<file path="src/sv/ebd_pkg.sv">
// Package for the EAST box decoder: shared types, CORDIC table and format constants.
// Used by the front, queue, back and top-level modules; depends on nothing.
package ebd_pkg;

	localparam int CORDIC_STEPS = 16;
	localparam logic signed [14:0] ANGLE_LIMIT = 15'sd12868;
	localparam logic [15:0] DEG_SCALE_Q16 = 16'd58671;
	localparam logic signed [31:0] CORDIC_GAIN_Q30 = 32'sd652032874;
	localparam logic [15:0] THRESH_RESET = 16'd32768;

	// Arctangent table, Q16 radians.
	function automatic logic signed [17:0] atan_q16(input logic [3:0] idx);
		logic signed [17:0] r;
		begin
			unique case (idx)
				4'd0: r = 18'sd51472;
				4'd1: r = 18'sd30386;
				4'd2: r = 18'sd16055;
				4'd3: r = 18'sd8150;
				4'd4: r = 18'sd4091;
				4'd5: r = 18'sd2047;
				4'd6: r = 18'sd1024;
				4'd7: r = 18'sd512;
				4'd8: r = 18'sd256;
				4'd9: r = 18'sd128;
				4'd10: r = 18'sd64;
				4'd11: r = 18'sd32;
				4'd12: r = 18'sd16;
				4'd13: r = 18'sd8;
				4'd14: r = 18'sd4;
				default: r = 18'sd2;
			endcase
			return r;
		end
	endfunction

	// One accepted cell as it leaves the front part.
	typedef struct packed {
		logic [7:0] col;
		logic [7:0] row;
		logic [15:0] score;
		logic [15:0] dt;
		logic [15:0] dr;
		logic [15:0] db;
		logic [15:0] dl;
		logic signed [14:0] ang;
	} ebd_cell_t;

endpackage

</file>
<file path="src/sv/ebd_queue.sv">
// Short queue between front and back of the EAST box decoder.
// Depends on ebd_pkg.
module ebd_queue import ebd_pkg::*; #(
	parameter int DEPTH = 4
) (
	input  logic clk,
	input  logic arst_n,
	input  logic push,
	input  ebd_cell_t push_cell,
	input  logic pop,
	output logic not_empty,
	output logic almost_full,
	output ebd_cell_t head
);

	localparam int AW = (DEPTH > 1) ? $clog2(DEPTH) : 1;

	ebd_cell_t mem_q [DEPTH];
	logic [AW-1:0] wp_q, rp_q;
	logic [AW:0] cnt_q;

	assign not_empty = cnt_q != '0;
	assign almost_full = cnt_q >= (AW+1)'(DEPTH - 2);
	assign head = mem_q[rp_q];

	// Advance pointers and count.
	always_ff @(posedge clk or negedge arst_n) begin
		if (!arst_n) begin
			wp_q <= '0;
			rp_q <= '0;
			cnt_q <= '0;
		end else begin
			if (push) wp_q <= (wp_q == AW'(DEPTH - 1)) ? '0 : wp_q + 1'b1;
			if (pop) rp_q <= (rp_q == AW'(DEPTH - 1)) ? '0 : rp_q + 1'b1;
			cnt_q <= cnt_q + (AW+1)'(push) - (AW+1)'(pop);
		end
	end

	always_ff @(posedge clk) begin
		if (push) mem_q[wp_q] <= push_cell;
	end

endmodule

</file>
<file path="config.mk">
export PLATFORM = sky130hd
export DESIGN_NAME = ebd_queue
export DESIGN_NICKNAME = d
export VERILOG_FILES = /design/src/sv/ebd_pkg.sv /design/src/sv/ebd_queue.sv
export SDC_FILE = /design/constraint.sdc
export NUM_CORES = 1
export LEC_CHECK = 0
export ABC_AREA = 1
export BUFFER_PORTS_ARGS = -buffer_cell sky130_fd_sc_hd__buf_4
export CORE_MARGIN = 1.5
export CORE_UTILIZATION = 50
export CTS_CLUSTER_SIZE = 30
export DETAILED_ROUTE_END_ITERATION = 10
export PLACE_DENSITY_LB_ADDON = 0.25
export SETUP_SLACK_MARGIN = 0.5
export SLEW_MARGIN = 40
export SYNTH_ARGS = -nofsm -noshare
export SYNTH_HDL_FRONTEND = slang
export SYNTH_SLANG_ARGS = --single-unit
</file>
<file path="constraint.sdc">
create_clock -name clk -period 8.82 [get_ports clk]
set_clock_uncertainty 0.15 [all_clocks]
set_input_delay 1.764 -clock clk [delete_from_list [all_inputs] [get_ports clk]]
set_output_delay 1.764 -clock clk [all_outputs]
set_load 0.005 [all_outputs]
</file>
==> out/results.txt, run 1 <==
Core Util, Final - 60.2%
FF+latch area - 0.0135 mm^2
Net count after synthesis - 1910
FILL cells - 3000
Mapped Area - 0.0191 mm^2
CP Launch Type - register
Clk pwr share - 27.3%
Number of port buffers - 227
Diodes inserted - 0
Post-CTS Setup Bufs - 0
Setup TNS - 0 ns
Post-cts resize count - 0
Synth cell types - 18
First-pass DRT Iterations - 5
Worst-path maximum fanout - 73
Hold endpoint - wp_q[0]
Worst Path Buf+Inv - 3
Worst-Margin Slew - 0.823 ns
DIE HEIGHT - 198 um
Slowest-stage cell, CP - buf_4
Hold path cells - 3
Sw Ratio - 32.2%
RSZ-0062 raised after global routing - no
Sequential fraction of the synthesis area - 70.8%
CTS clock-pin slew for the worst setup and hold paths - 0.05 ns
Largest net degree at the start of global routing - 103
Root Buffer - clkbuf_16
CTS tree - built
Final Power - 6.96 mW
Minimum hold slack - 0.443 ns
Max-cap violations - 0
Slew HR - 45.1%
CP max stage delay - 0.74 ns
First-pass GRT wire length - 62.5 mm
Setup violators final - 0
Yosys reg bits - 451
Critical path class - register to primary output
GRT overflow - 0
Die ar. - 0.0393 mm^2
Period Utilization, post-route - 56.1%
Starting Density - 50.8%
Clock sinks - 451
Peak supply drop - 0.000186 V
Layout area overhead - 18.6%
Cts bufs inserted - 46
CP arrival - 3.04 ns
Cell Rows - 71
Total GRT Usage - 20.8%
CORE AREA - 0.0376 mm^2
Worst-case reg-to-reg path depth - 4
Die X - 198 um
Slew Viols, Final - 0
ANT nets after route - 0
Antenna violations before repair - 2
Critical-path cell list - inv_6 > buf_4 > nand2_1 > nand3_1 > nand2_1 > buf_4
HPWL after detailed placement - 23.0 mm
Io pins - 228
Gpl congestion - 0.779
Minimum clock period - 4.95 ns
Drt wl/cell - 15.6 um
Area of the multi-input gates - 0.00339 mm^2
Final Hold Viols - 0
Max Clk Rate - 202 MHz
Via Count - 12000
Placed Cells - 2461
CP Capture Type - primary output
R2R Setup Slk - 6.30 ns
Pleak - 10.5 nW
PwrDens - 308 mW/mm^2
WL final - 39.8 mm
Switching power - 2.24 mW
Top cell family by delay on the critical path - buffers and inverters
Max Root-Sink Buffers - 3
Fin nets - 2124
Worst Path Required - 6.91 ns
Ratio of cells with drive above 1 in the final layout - 15.4%
Outcome - finished clean
Clock latency on the worst-skew pair - 0.56 ns
H-tree lvl count - 2
Yosys Warn Count - 0
Reg2Reg Launch Point - rp_q[1]
Final Non-Filler Cells - 2546
Internal power - 4.72 mW
Combinational power share - 31.2%
CTS Hold Bufs - 0
DRC violations left - 0
Cells after Synth - 1786
Sequential fraction of design power - 41.6%
DRT iter0 DRCs - 595
HP Class - register to register
Avg Vias per Cell - 4.71
RR Endpoint - rp_q[1]
Min-delay src - wp_q[0]
Mean area per synthesized cell - 10.7 um^2
Vias in the first global route - 11900
area by class of cell:
cell class	instances	area share [%]
Sequential cell	451	59.7
Clock buffer	59	5.58
Tap cell	511	2.83
Timing Repair Buffer	239	8.19
Multi-Input combinational cell	804	15.0
Clock inverter	24	0.951
Inverter	458	7.72
synthesized netlist by cell type:
master | count | area, um^2
inv_4 | 1 | 6.26
ha_1 | 8 | 100
dfrtp_1 | 7 | 175
nand2_1 | 564 | 2120
nor2_1 | 2 | 7.51
buf_4 | 25 | 188
buf_2 | 39 | 195
edfxtp_1 | 444 | 13300
o21ai_0 | 3 | 15.0
buf_6 | 3 | 33.8
nand3_1 | 224 | 1120
inv_1 | 457 | 1720
o21ai_1 | 1 | 5.00
fa_1 | 1 | 20.0
clkbuf_1 | 2 | 7.51
xor2_1 | 1 | 8.76
buf_8 | 1 | 15.0
buf_1 | 3 | 11.3
worst min-delay path, delay by kind of cell, from the launching register on:
family | cells | cell delay [ns]
AO/OA/AOI/OAI | 1 | 0.06
AND/OR/NAND/NOR | 2 | 0.10
flip-flops | 1 | 0.39
how the worst max path moves through the flow:
stage                     startpoint           to  cells after the start
after global routing         rp_q[0]     head[88]                      6
final                        rp_q[0]     head[43]                      6
after CTS                    rp_q[0]     head[88]                      6
after detailed placement     rp_q[0]     head[88]                      6
after floorplan                 push  mem_q[3][0]                      2
after global placement       rp_q[0]     head[59]                      6
through the flow:
step                worst slack, ns  area [um^2]
detailed placement             4.44        21100
global route                   3.68        22600
finish                         3.87        22600
global placement               4.39        21100
floorplan                      4.26        19100
CTS                            3.83        22600
state kept, by name (all words and copies together), names as in the netlist:
signal  count
mem_q     444
cnt_q       3
rp_q        2
wp_q        2
power by group through the flow:
| stage | Clock [mW] | Sequential [mW] | Combinational [mW] |
|---|---|---|---|
| after global routing | 2.02 | 2.93 | 2.44 |
| after global placement | 0 | 2.93 | 2.16 |
| after floorplan | 0 | 2.88 | 1.29 |
| final | 1.90 | 2.89 | 2.17 |
| after CTS | 1.94 | 2.90 | 2.20 |
| after detailed placement | 0 | 2.94 | 2.19 |
layer usage:
layer  wire length [um]  up-vias  GRT usage [%]
met1              16100     5631           25.8
met2              19700      297           35.5
met4                794        4           6.56
li1                   -     5992              -
met3               3150       56           5.69
met5                 28        -              0
placed cells by master (no fill, tap or decap), types with 7 or more instances in the layout:
master,Yosys,final
clkinv_1,0,7
inv_1,457,452
edfxtp_1,444,444
nand3_1,224,224
buf_4,25,230
ha_1,8,8
clkbuf_1,2,10
clkinv_2,0,12
nand2_1,564,564
buf_6,3,7
clkbuf_16,0,49
cells by family after synthesis:
logic type	Yosys count	share of synthesized area, %
flops	451	70.8
buf+inv	531	11.4
compound gates	4	0.105
fa+ha+maj	9	0.630
simple gates	790	17.0
xor+xnor	1	0.0459
Power figures use the tool's default switching activity.
==> run 2: changes to the inputs <==
Clock period 8.82 ns to 5.1 ns, I/O delays scaled along.
==> run 2 against run 1 <==
  * Count of clock-buffer cells in the layout shrank 4
  * Via count grew 0.63%
  * Critical path depth shrank 1
  * First-iteration DRC count grew 23%
  * Sequential share of layout area is essentially flat
  * Worst setup slack lost 2.6 ns
  * Largest power group unchanged
==> out/results.txt, run 2 (synthesis gave the netlist of run 1 again) <==
CTS clock-pin slew for the worst setup and hold paths - 0.06 ns
Diodes inserted - 0
Commonest cells after routing, fill and taps aside - nand2_1, inv_1, edfxtp_1, buf_4, nand3_1
Starting Density - 50.8%
Io pins - 228
Most common cell after layout, fill and taps aside - nand2_1
Via Count - 12100
Gpl congestion - 0.771
Die X - 198 um
Antenna violations before repair - 2
Largest net degree at the start of global routing - 98
Final Hold Viols - 0
Clock latency on the worst-skew pair - 0.56 ns
Setup TNS - 0 ns
PwrDens - 531 mW/mm^2
Slowest-stage cell, CP - dfrtp_4
Critical path class - register to primary output
Total GRT Usage - 21.2%
Final Power - 12.0 mW
Avg Vias per Cell - 4.73
Max Clk Rate - 264 MHz
DRC violations left - 0
Setup violators final - 0
Slew HR - 46.0%
HP Class - input port to asynchronous set/reset pin
Layout area overhead - 18.6%
Outcome - finished clean
Number of port buffers - 227
ANT nets after route - 0
Cts bufs inserted - 46
Worst-Margin Slew - 0.810 ns
CTS Hold Bufs - 0
DRT iter0 DRCs - 730
Post-cts resize count - 0
Cell Rows - 71
GR Util met1 - 27.1%
Die ar. - 0.0393 mm^2
DIE HEIGHT - 198 um
CORE AREA - 0.0376 mm^2
First-pass GRT wire length - 63.7 mm
Worst Path Required - 3.93 ns
Drt wl/cell - 15.9 um
Max Root-Sink Buffers - 3
Clock sinks - 451
CP max stage delay - 0.66 ns
Pleak - 10.5 nW
HPWL after detailed placement - 23.5 mm
Minimum clock period - 3.79 ns
Post-CTS Setup Bufs - 0
CTS tree - built
Slew Viols, Final - 0
Root Buffer - clkbuf_16
Period Utilization, post-route - 74.3%
CP Launch Type - register
RSZ-0062 raised after global routing - no
Fin nets - 2129
CP arrival - 2.62 ns
Worst-path maximum fanout - 62
First-pass DRT Iterations - 5
WL final - 40.6 mm
GRT busiest layer - met2
Vias in the first global route - 12000
GRT overflow - 0
GR Util met3 - 4.97%
Critical-path cell list - inv_4 > buf_12 > nand3_1 > nand2_1 > buf_4
Top Registers - mem_q: 444 flops, cnt_q: 3 flops
Ratio of cells with drive above 1 in the final layout - 15.7%
Peak supply drop - 0.000444 V
H-tree lvl count - 2
Biggest register - mem_q
Max FFs per register - 444
Met2 usage - 35.4%
Max-cap violations - 0
CP Capture Type - primary output
run 2: per-stage QoR:
step / hold slack [ns] / area (um^2) / std cells / utilization, % / worst slack [ns]
floorplan: 0.408 / 19100 / 1786 / - / 1.28
global placement: 0.438 / 21200 / 2468 / 56.3 / 1.88
detailed placement: 0.466 / 21200 / 2468 / 56.3 / 1.88
CTS: 0.0825 / 22600 / 2550 / 60.2 / 1.24
global route: 0.0923 / 22600 / 2550 / 60.2 / 1.15
finish: 0.113 / 22600 / 2550 / 60.2 / 1.31
run 2: final cells by class:
type / instances / area [um^2]
clock inverters: 27 / 211
well taps: 511 / 639
fillers: 3026 / 14900
flip-flops and latches: 451 / 13500
inverters: 458 / 1740
multi-input cells: 804 / 3390
repair buffers: 244 / 1880
clock buffers: 55 / 1250
run 2: final timing paths:
path | from | endpoint | slack [ns] | cells past startpoint
max | rp_q[1] | head[53] | 1.31 | 5
min | arst_n | wp_q[1] | 0.11 | 1
max reg2reg | wp_q[0] | mem_q[2][38] | 2.77 | 5
min reg2reg | wp_q[0] | wp_q[0] | 0.48 | 3
max in group asynchronous | arst_n | rp_q[1] | 4.54 | 1
min in group clk | wp_q[0] | wp_q[0] | 0.48 | 3
run 2: where the power goes:
part | internal [mW] | leakage, nW | switching (mW)
logic | 1.48 | 5.61 | 2.36
clock network | 1.89 | 0.727 | 1.36
registers | 4.75 | 4.16 | 0.181
run 2: layer usage:
metal  share of wire, %  routed length (um)
met2                 48               19500
met5              0.062                  25
met3                7.8                3150
met4                2.6                1050
met1                 42               16900
run 2: critical path, delay by kind of cell, from the launching register on:
| kind | cells | cell delay (ns) |
|---|---|---|
| buf+inv | 3 | 1.08 |
| flops | 1 | 0.66 |
| simple gates | 2 | 0.21 |
