<file path="src/sv/ebd_pkg.sv">
// Package for the EAST box decoder: shared types, CORDIC table and format constants.
// Used by the front, queue, back and top-level modules; depends on nothing.
package ebd_pkg;

	localparam int CORDIC_STEPS = 16;
	localparam logic signed [14:0] ANGLE_LIMIT = 15'sd12868;
	localparam logic [15:0] DEG_SCALE_Q16 = 16'd58671;
	localparam logic signed [31:0] CORDIC_GAIN_Q30 = 32'sd652032874;
	localparam logic [15:0] THRESH_RESET = 16'd32768;

	// Arctangent table, Q16 radians.
	function automatic logic signed [17:0] atan_q16(input logic [3:0] idx);
		logic signed [17:0] r;
		begin
			unique case (idx)
				4'd0: r = 18'sd51472;
				4'd1: r = 18'sd30386;
				4'd2: r = 18'sd16055;
				4'd3: r = 18'sd8150;
				4'd4: r = 18'sd4091;
				4'd5: r = 18'sd2047;
				4'd6: r = 18'sd1024;
				4'd7: r = 18'sd512;
				4'd8: r = 18'sd256;
				4'd9: r = 18'sd128;
				4'd10: r = 18'sd64;
				4'd11: r = 18'sd32;
				4'd12: r = 18'sd16;
				4'd13: r = 18'sd8;
				4'd14: r = 18'sd4;
				default: r = 18'sd2;
			endcase
			return r;
		end
	endfunction

	// One accepted cell as it leaves the front part.
	typedef struct packed {
		logic [7:0] col;
		logic [7:0] row;
		logic [15:0] score;
		logic [15:0] dt;
		logic [15:0] dr;
		logic [15:0] db;
		logic [15:0] dl;
		logic signed [14:0] ang;
	} ebd_cell_t;

endpackage

</file>
<file path="src/sv/ebd_front.sv">
// Front part of the EAST box decoder: score and map range check, angle clamp.
// Depends on ebd_pkg.
module ebd_front import ebd_pkg::*; #(
	parameter int MAP_DIM_MAX = 256
) (
	input  logic clk,
	input  logic arst_n,
	input  logic in_take,
	input  logic [15:0] thresh,
	input  ebd_cell_t in_cell,
	output logic cell_valid_s1,
	output ebd_cell_t cell_s1
);

	logic keep;
	logic signed [14:0] ang_c;
	ebd_cell_t cell_c;

	// Drop weak cells and cells outside the map; clamp the angle.
	always_comb begin
		keep = (in_cell.score >= thresh) &&
			(32'(in_cell.col) < 32'(MAP_DIM_MAX)) &&
			(32'(in_cell.row) < 32'(MAP_DIM_MAX));
		ang_c = in_cell.ang;
		if (in_cell.ang > ANGLE_LIMIT) ang_c = ANGLE_LIMIT;
		if (in_cell.ang < -ANGLE_LIMIT) ang_c = -ANGLE_LIMIT;
		cell_c = in_cell;
		cell_c.ang = ang_c;
	end

	// Advance the classified cell.
	always_ff @(posedge clk or negedge arst_n) begin
		if (!arst_n) begin
			cell_valid_s1 <= 1'b0;
		end else begin
			cell_valid_s1 <= in_take && keep;
		end
	end

	always_ff @(posedge clk) begin
		cell_s1 <= cell_c;
	end

endmodule

</file>
<file path="config.mk">
export PLATFORM = sky130hd
export DESIGN_NAME = ebd_front
export DESIGN_NICKNAME = d
export VERILOG_FILES = /design/src/sv/ebd_pkg.sv /design/src/sv/ebd_front.sv
export SDC_FILE = /design/constraint.sdc
export NUM_CORES = 1
export LEC_CHECK = 0
export ABC_AREA = 1
export BUFFER_PORTS_ARGS = -buffer_cell sky130_fd_sc_hd__buf_2
export CELL_PAD_IN_SITES_DETAIL_PLACEMENT = 0
export CELL_PAD_IN_SITES_GLOBAL_PLACEMENT = 1
export CORE_MARGIN = 1.5
export CORE_UTILIZATION = 25
export CTS_CLUSTER_SIZE = 28
export DETAILED_ROUTE_END_ITERATION = 12
export PLACE_DENSITY_LB_ADDON = 0.1
export SETUP_SLACK_MARGIN = 0.5
export SLEW_MARGIN = 20
export SYNTH_ARGS = -nofsm -noshare
export SYNTH_HDL_FRONTEND = slang
export SYNTH_SLANG_ARGS = --single-unit
</file>
<file path="constraint.sdc">
create_clock -name clk -period 0.8 [get_ports clk]
set_input_delay 0.04 -clock clk [delete_from_list [all_inputs] [get_ports clk]]
set_output_delay 0.04 -clock clk [all_outputs]
set_load 0.05 [all_outputs]
</file>
==> results of run 1 <==
-- power groups by stage --
stage	Sequential, W	Clock, W	Combinational (W)
2_1_floorplan	0.00712	0	0.000292
6_report	0.00595	0.00456	0.00303
4_1_cts	0.00595	0.00477	0.00298
5_1_grt	0.00599	0.00501	0.00319
3_3_place_gp	0.00593	0	0.00223
3_5_place_dp	0.00594	0	0.00223
-- per-stage QoR --
step | util [%] | hold WS (ns) | setup TNS, ns | setup slack (ns)
2_1_floorplan | - | -0.256 | -0.104 | -0.104
3_3_place_gp | 43.4 | -0.184 | -2.67 | -0.306
3_5_place_dp | 43.4 | -0.184 | -2.69 | -0.320
4_1_cts | 57.8 | -0.229 | -10.25 | -0.136
5_1_grt | 58.7 | -0.237 | -11.76 | -0.148
6_report | 58.7 | -0.209 | -7.82 | -0.112
-- cells by family (layout without fill, tap and decap cells) --
group / count (synthesis) / in the layout
flip-flops: 112 / 112
AND/OR/NAND/NOR: 77 / 77
buffers and inverters: 37 / 308
adder cells (fa/ha/maj): 16 / 16
AO/OA/AOI/OAI: 11 / 11
other: 0 / 1
-- cells in the mapped netlist --
cell and instances:
a21boi_0 1, a21o_1 1, a21oi_1 5, buf_6 1, clkbuf_1 3, dfrtp_1 1
dfxtp_1 111, ha_1 16, inv_1 32, inv_2 1, nand2_1 42, nand2_2 2
nand3_1 8, nand4_1 5, nor2_1 16, nor2_2 1, nor3_1 3, o21ai_0 3
o21bai_1 1
-- state kept, by name (all words and copies together), names as in the netlist --
| signal | count |
|---|---|
| cell_s1 | 111 |
| cell_valid_s1 | 1 |
-- layer usage --
metal | global-route usage [%] | vias to the layer above | share of wire (%)
li1 | - | 1314 | -
met1 | 15.0 | 1184 | 34
met2 | 28.0 | 135 | 54
met3 | 6.26 | 15 | 9.5
met4 | 6.84 | 0 | 2.9
met5 | 0 | - | 0
-- worst paths after layout --
kind                               start  cells past startpoint             to
worst max-delay path       cell_valid_s1                      1  cell_valid_s1
worst min-delay path         in_cell[97]                      1    cell_s1[97]
max in group asynchronous         arst_n                      2  cell_valid_s1
min in group asynchronous         arst_n                      2  cell_valid_s1
-- cells in the final DEF (no fill, tap or decap), types with 4 or more instances in the layout --
| cell type | netlist | final |
|---|---|---|
| nor2_1 | 16 | 11 |
| nand3_2 | 0 | 4 |
| clkbuf_16 | 0 | 9 |
| inv_1 | 32 | 14 |
| buf_2 | 0 | 113 |
| ha_4 | 0 | 11 |
| nand2_1 | 42 | 27 |
| buf_4 | 0 | 16 |
| buf_6 | 1 | 12 |
| nand2_2 | 2 | 14 |
| inv_2 | 1 | 15 |
| nand4_1 | 5 | 5 |
| dfxtp_4 | 0 | 111 |
| ha_1 | 16 | 4 |
| buf_8 | 0 | 117 |
-- timing repair --
action | CTS | global route
endpoints found under the hold margin | 111 | 109
gates cloned | 1 | 0
setup buffers | 1 | 1
endpoints found under the setup margin | 125 | 125
gates resized for setup | 386 | 27
pin swaps | 26 | 18
-- area by class of cell --
cell class	count	area [sq um]	share of cell area [%]
sequential	112	2660	39.4
timing repair buffer	259	2590	38.3
multi-input combinational	104	867	12.8
antenna	1	2.50	0.0370
tap	143	179	2.65
clock inverter	7	88.8	1.32
clock buffer	9	225	3.33
inverter	33	141	2.09
==> results.md, run 1 <==
* Hold buffers post-CTS at 1
* Critical path's largest stage delay at approximately 0.38 ns
* Simple-gate share of the synthesized area at 10.8%
* CTS H-tree lvls at 3
* Leakage at slightly above 3 nW
* CP max-delay cell: dfrtp_1
* Critical path buffer and inverter count at 1
* Adder-Cell Fraction of Synth Area at 6.72%
* Antenna viol nets, final at 0
* HP Class: primary input to flip-flop
* Peak supply drop at 1.07 mV
* Post-Syn Area at between 0.002 and 0.003 sq mm
* DR WL/cell at 14.1 um
* Die X at roughly 110 um
* TritonCTS Buffers at 9
* Total GRT Usage at 15.3%
* Switching power total at 0.00394 W
* CP cell instances: buf_6
* Final Hold Fails at around 110
* RSZ-0062 raised after global routing: yes
* DP HPWL at 7160 um
* Family with the most delay on the worst path: flip-flops
* Distinct cells, synth at 19
* Pins Over Slew Limit at 0
* Critical path startpoint category: flip-flop
* Max-cap violations at 0
* Power Internal at roughly 0.0096 W
* Gate count of the mapped netlist at 253
* Detailed-route DRC error count at 20
* Worst-Margin Slew at about 0.22 ns
* Final min period at a little over 0.9 ns
* Post-synthesis sequential area ratio at 75.4%
* Crit-path max FO at 1
* CTS tree: yes
* Sw Ratio at 29.1%
* Core area at 0.0115 sq mm
* Sequential Power Share at 43.9%
* Synth Register Bits at 112
* Vias at 2648
* Avg Inst Size Synth at 11.8 sq um
* Status: finished with violations
* First-pass GRT wire length at 14600 um
* Clock buffer depth at 2
* Largest net degree at the start of global routing at 21
* CTS Root Buffer Type: clkbuf_16
* Post-Place Cells at 647
* Cell taking the most area after synthesis: dfxtp_1
* Mux share of post-synthesis cell area at 0%
* Final setup fails at 112
* Largest family of logic cells by synthesized area: simple AND/OR/NAND/NOR gates
* Clk slew on worst S/H paths at 0.08 ns
* Max Freq at 1.10 GHz
* Total chip power at 0.0135 W
* Crit end category: output port
* Fill count at about 950
* Worst Setup Path Type: flip-flop to output port
* Clk pwr share at roughly 34%
* PwrDens at 2010 mW/mm^2
* Top post-synthesis cells by area: dfxtp_1 (75%), ha_1 (6.7%), nand2_1 (5.3%), inv_1 (4.0%), nor2_1 (2.0%)
* Share of cells above drive strength 1 at 85.9%
* DRT iter0 DRCs at 90
* Yosys warns at 0
* CTS Sinks at 112
* # rows at 39
* Slew HR at 85.3%
* Fin area at 0.00676 sq mm
* Vias in the first global route at 2735
* Comb pwr share at ~22%
* Failing checks: DRC, hold timing, setup timing
* CP Data Arrival Time at 0.87 ns
* Xor-xnor portion of the synthesized cell area at 0%
* Die Ht at 112 um
* IO Pins at 242
* Global placement routability congestion at 0.742
* Final wirelength at between 9000 and 10000 um
* Drt pass-1 iters at 9
* Initial Util at 25.9%
* Share of the synthesized area in the top cell type at 74.6%
* Die area at about 0.013 sq mm
* Compound-cell area share of the yosys netlist at 2.10%
* Gr ovfl total at 0
* Net count after synthesis at 399
* Initial antenna violation count at 1
* IO Port Bufs at roughly 240
* Vias per std cell at 3.96
* DP Area at ~0.005 sq mm
* Non-Filler Instances at 668
* P&R area growth vs syn at 127%
* WHS at -0.209 ns
* Nets@finish at ~670
* Worst endpoint required time at 0.76 ns
* Final WS setup at -0.112 ns
* Period utilization at 114%
No activity file was read; power rests on OpenSTA's default activity.
==> inputs of run 2 (changes only) <==
--- a/config.mk
+++ b/config.mk
@@ -13,7 +13,7 @@
 export CORE_UTILIZATION = 25
 export CTS_CLUSTER_SIZE = 28
 export DETAILED_ROUTE_END_ITERATION = 12
-export PLACE_DENSITY_LB_ADDON = 0.1
+export PLACE_DENSITY = 0.71
 export SETUP_SLACK_MARGIN = 0.5
 export SLEW_MARGIN = 20
 export SYNTH_ARGS = -nofsm -noshare
==> results.md, run 2 (synthesis results as in run 1) <==
* Worst endpoint required time at 0.76 ns (about the same)
* Largest regs: cell_s1 (111), cell_valid_s1 (1)
* Fin area at 0.00675 sq mm (-0.11%)
* Vias at 2616 (-1.2%)
* Vias in the first global route at 2860 (+4.6%)
* First-pass GRT wire length at 14900 um (+1.8%)
* Core area at 0.0115 sq mm (unchanged)
* Max-cap violations at 0 (unchanged)
* Peak supply drop at 0.882 mV (-17%)
* Final setup fails at 112 (unchanged)
* Vias per std cell at 3.96 (-0.16%)
* Max Freq at 1.07 GHz (-2.8%)
* CTS Root Buffer Type: clkbuf_16
* Leakage at 3.09 nW (-0.64%)
* # rows at 39 (unchanged)
* Gr ovfl total at 0 (unchanged)
* CP Data Arrival Time at 0.90 ns (+0.03 ns)
* CP endpoint: cell_valid_s1
* Final Hold Fails at 107 (-0.93%)
* P&R area growth vs syn at 127%
* Drt pass-1 iters at 8 (-1)
* HP Class: primary input to flip-flop
* DP Area at 0.00497 sq mm (-0.65%)
* Critical path buffer and inverter count at 1 (unchanged)
* Biggest register: cell_s1
* Hold buffers post-CTS at 1 (unchanged)
* CTS H-tree lvls at 3 (unchanged)
* Period utilization at 117% (+3.3 points)
* CTS tree: yes
* Largest net degree at the start of global routing at 19 (-9.5%)
* Worst Setup Path Type: flip-flop to output port
* Critical path startpoint category: flip-flop
* DRT iter0 DRCs at 131 (+46%)
* Initial Util at 25.9% (unchanged)
* Share of cells above drive strength 1 at 86.1% (+0.22 points)
* Status: finished with violations
* Fill count at 900 (-4.8%)
* Final min period at 0.939 ns (+0.0265 ns)
* Critical path's largest stage delay at 0.40 ns (+0.02 ns)
* Crit-path max FO at 1 (unchanged)
* DR WL/cell at 14.9 um (+5.9%)
* Global placement routability congestion at 0.735 (-1.1%)
* CP Depth at 1 (unchanged)
* Die area at 0.0126 sq mm (unchanged)
* PwrDens at 1960 mW/mm^2 (-2.3%)
* Critical path startpoint: cell_valid_s1
* Detailed-route DRC error count at 20 (unchanged)
* Final WS setup at -0.139 ns (-0.0265 ns)
* Crit end category: output port
* Max reg flops at 111 (unchanged)
* Final core occ at 58.6% (-0.065 points)
* Final wirelength at 9840 um (+4.8%)
* Most frequent cells in the layout: buf_8 (116), dfxtp_4 (111), buf_2 (110)
* Initial antenna violation count at 0 (-1)
* IO Pins at 242 (unchanged)
* Die X at 112 um (unchanged)
* Min-delay src: in_cell[49]
* IO Port Bufs at 241 (unchanged)
* Register area at 0.00266 sq mm (unchanged)
* WHS at -0.210 ns (-0.00117 ns)
* Antenna viol nets, final at 0 (unchanged)
* Pins Over Slew Limit at 0 (unchanged)
* Clk slew on worst S/H paths at 0.07 ns (about the same)
* Total GRT Usage at 15.8% (+0.53 points)
* RSZ-0062 raised after global routing: yes
* CTS Sinks at 112 (unchanged)
* Die Ht at 112 um (unchanged)
* CP max-delay cell: dfrtp_1
* TritonCTS Buffers at 9 (unchanged)
* Slew HR at 78.2% (-7.1 points)
* Worst-Margin Slew at 0.324 ns (+0.105 ns)
* Commonest non-fill, non-tap cell in the layout: buf_8
* Nets@finish at 661 (-0.60%)
* Antenna cells at 0 (-1)
* CP cell instances: buf_6
* DP HPWL at 7050 um (-1.5%)
* Failing checks: DRC, hold timing, setup timing
* Family with the most delay on the worst path: flip-flops
* Clock buffer depth at 2 (unchanged)
* Multi-input gate area at 890 sq um (+2.6%)
run 2: cell count changes in the layout (fill, tap and decap cells not counted), moves of 2 or more:
cell,change
buf_4,-5
nand2_4,+4
inv_2,+2
buf_6,+2
nand2_2,-3
buf_2,-3
buf_12,+2
run 2: how the worst min path moves through the flow:
stage,slack (ns),depth (start not counted),end
after floorplan,-0.26,0,cell_valid_s1
after global placement,-0.18,1,cell_valid_s1
after detailed placement,-0.18,1,cell_valid_s1
after CTS,-0.23,1,cell_s1[75]
after global routing,-0.24,1,cell_s1[78]
final,-0.21,1,cell_s1[49]
run 2: what timing repair did:
action / CTS / global route
pin swaps: 32 / 15
setup buffers: 2 / 2
resized for setup: 397 / 27
cloned: 1 / 0
endpoints found under the hold margin: 109 / 108
endpoints found under the setup margin: 125 / 125
run 2: metal layers:
layer | part of all wire (%) | global-route usage, % | vias up | wire (um)
li1 | - | - | 1307 | -
met1 | 33 | 15.4 | 1164 | 3260
met2 | 56 | 30.1 | 133 | 5500
met3 | 9.1 | 5.89 | 12 | 899
met4 | 1.9 | 6.16 | 0 | 188
met5 | 0 | 0 | - | 0
run 2: power by group:
group          switching, W  leakage [nW]  total, W  internal (W)
Clock               0.00206         0.126   0.00418       0.00212
Sequential         0.000209         0.988   0.00596       0.00575
Combinational       0.00169          1.98   0.00309       0.00140
Total               0.00396          3.09    0.0132       0.00926
run 2: cell type report:
type	count	area share [%]
inverters	33	2.06
repair buffers	255	38.6
clock inverters	5	0.649
clock buffers	9	3.34
multi-input cells	104	13.2
well taps	143	2.65
flip-flops and latches	112	39.5
run 2: per-stage QoR:
stage | total power (W) | instances | setup slack, ns | TNS [ns]
5_1_grt | 0.0138 | 661 | -0.170 | -11.59
3_3_place_gp | 0.00814 | 641 | -0.328 | -2.44
2_1_floorplan | 0.00741 | 253 | -0.104 | -0.104
3_5_place_dp | 0.00816 | 641 | -0.323 | -2.81
4_1_cts | 0.0133 | 659 | -0.153 | -9.77
6_report | 0.0132 | 661 | -0.139 | -8.12
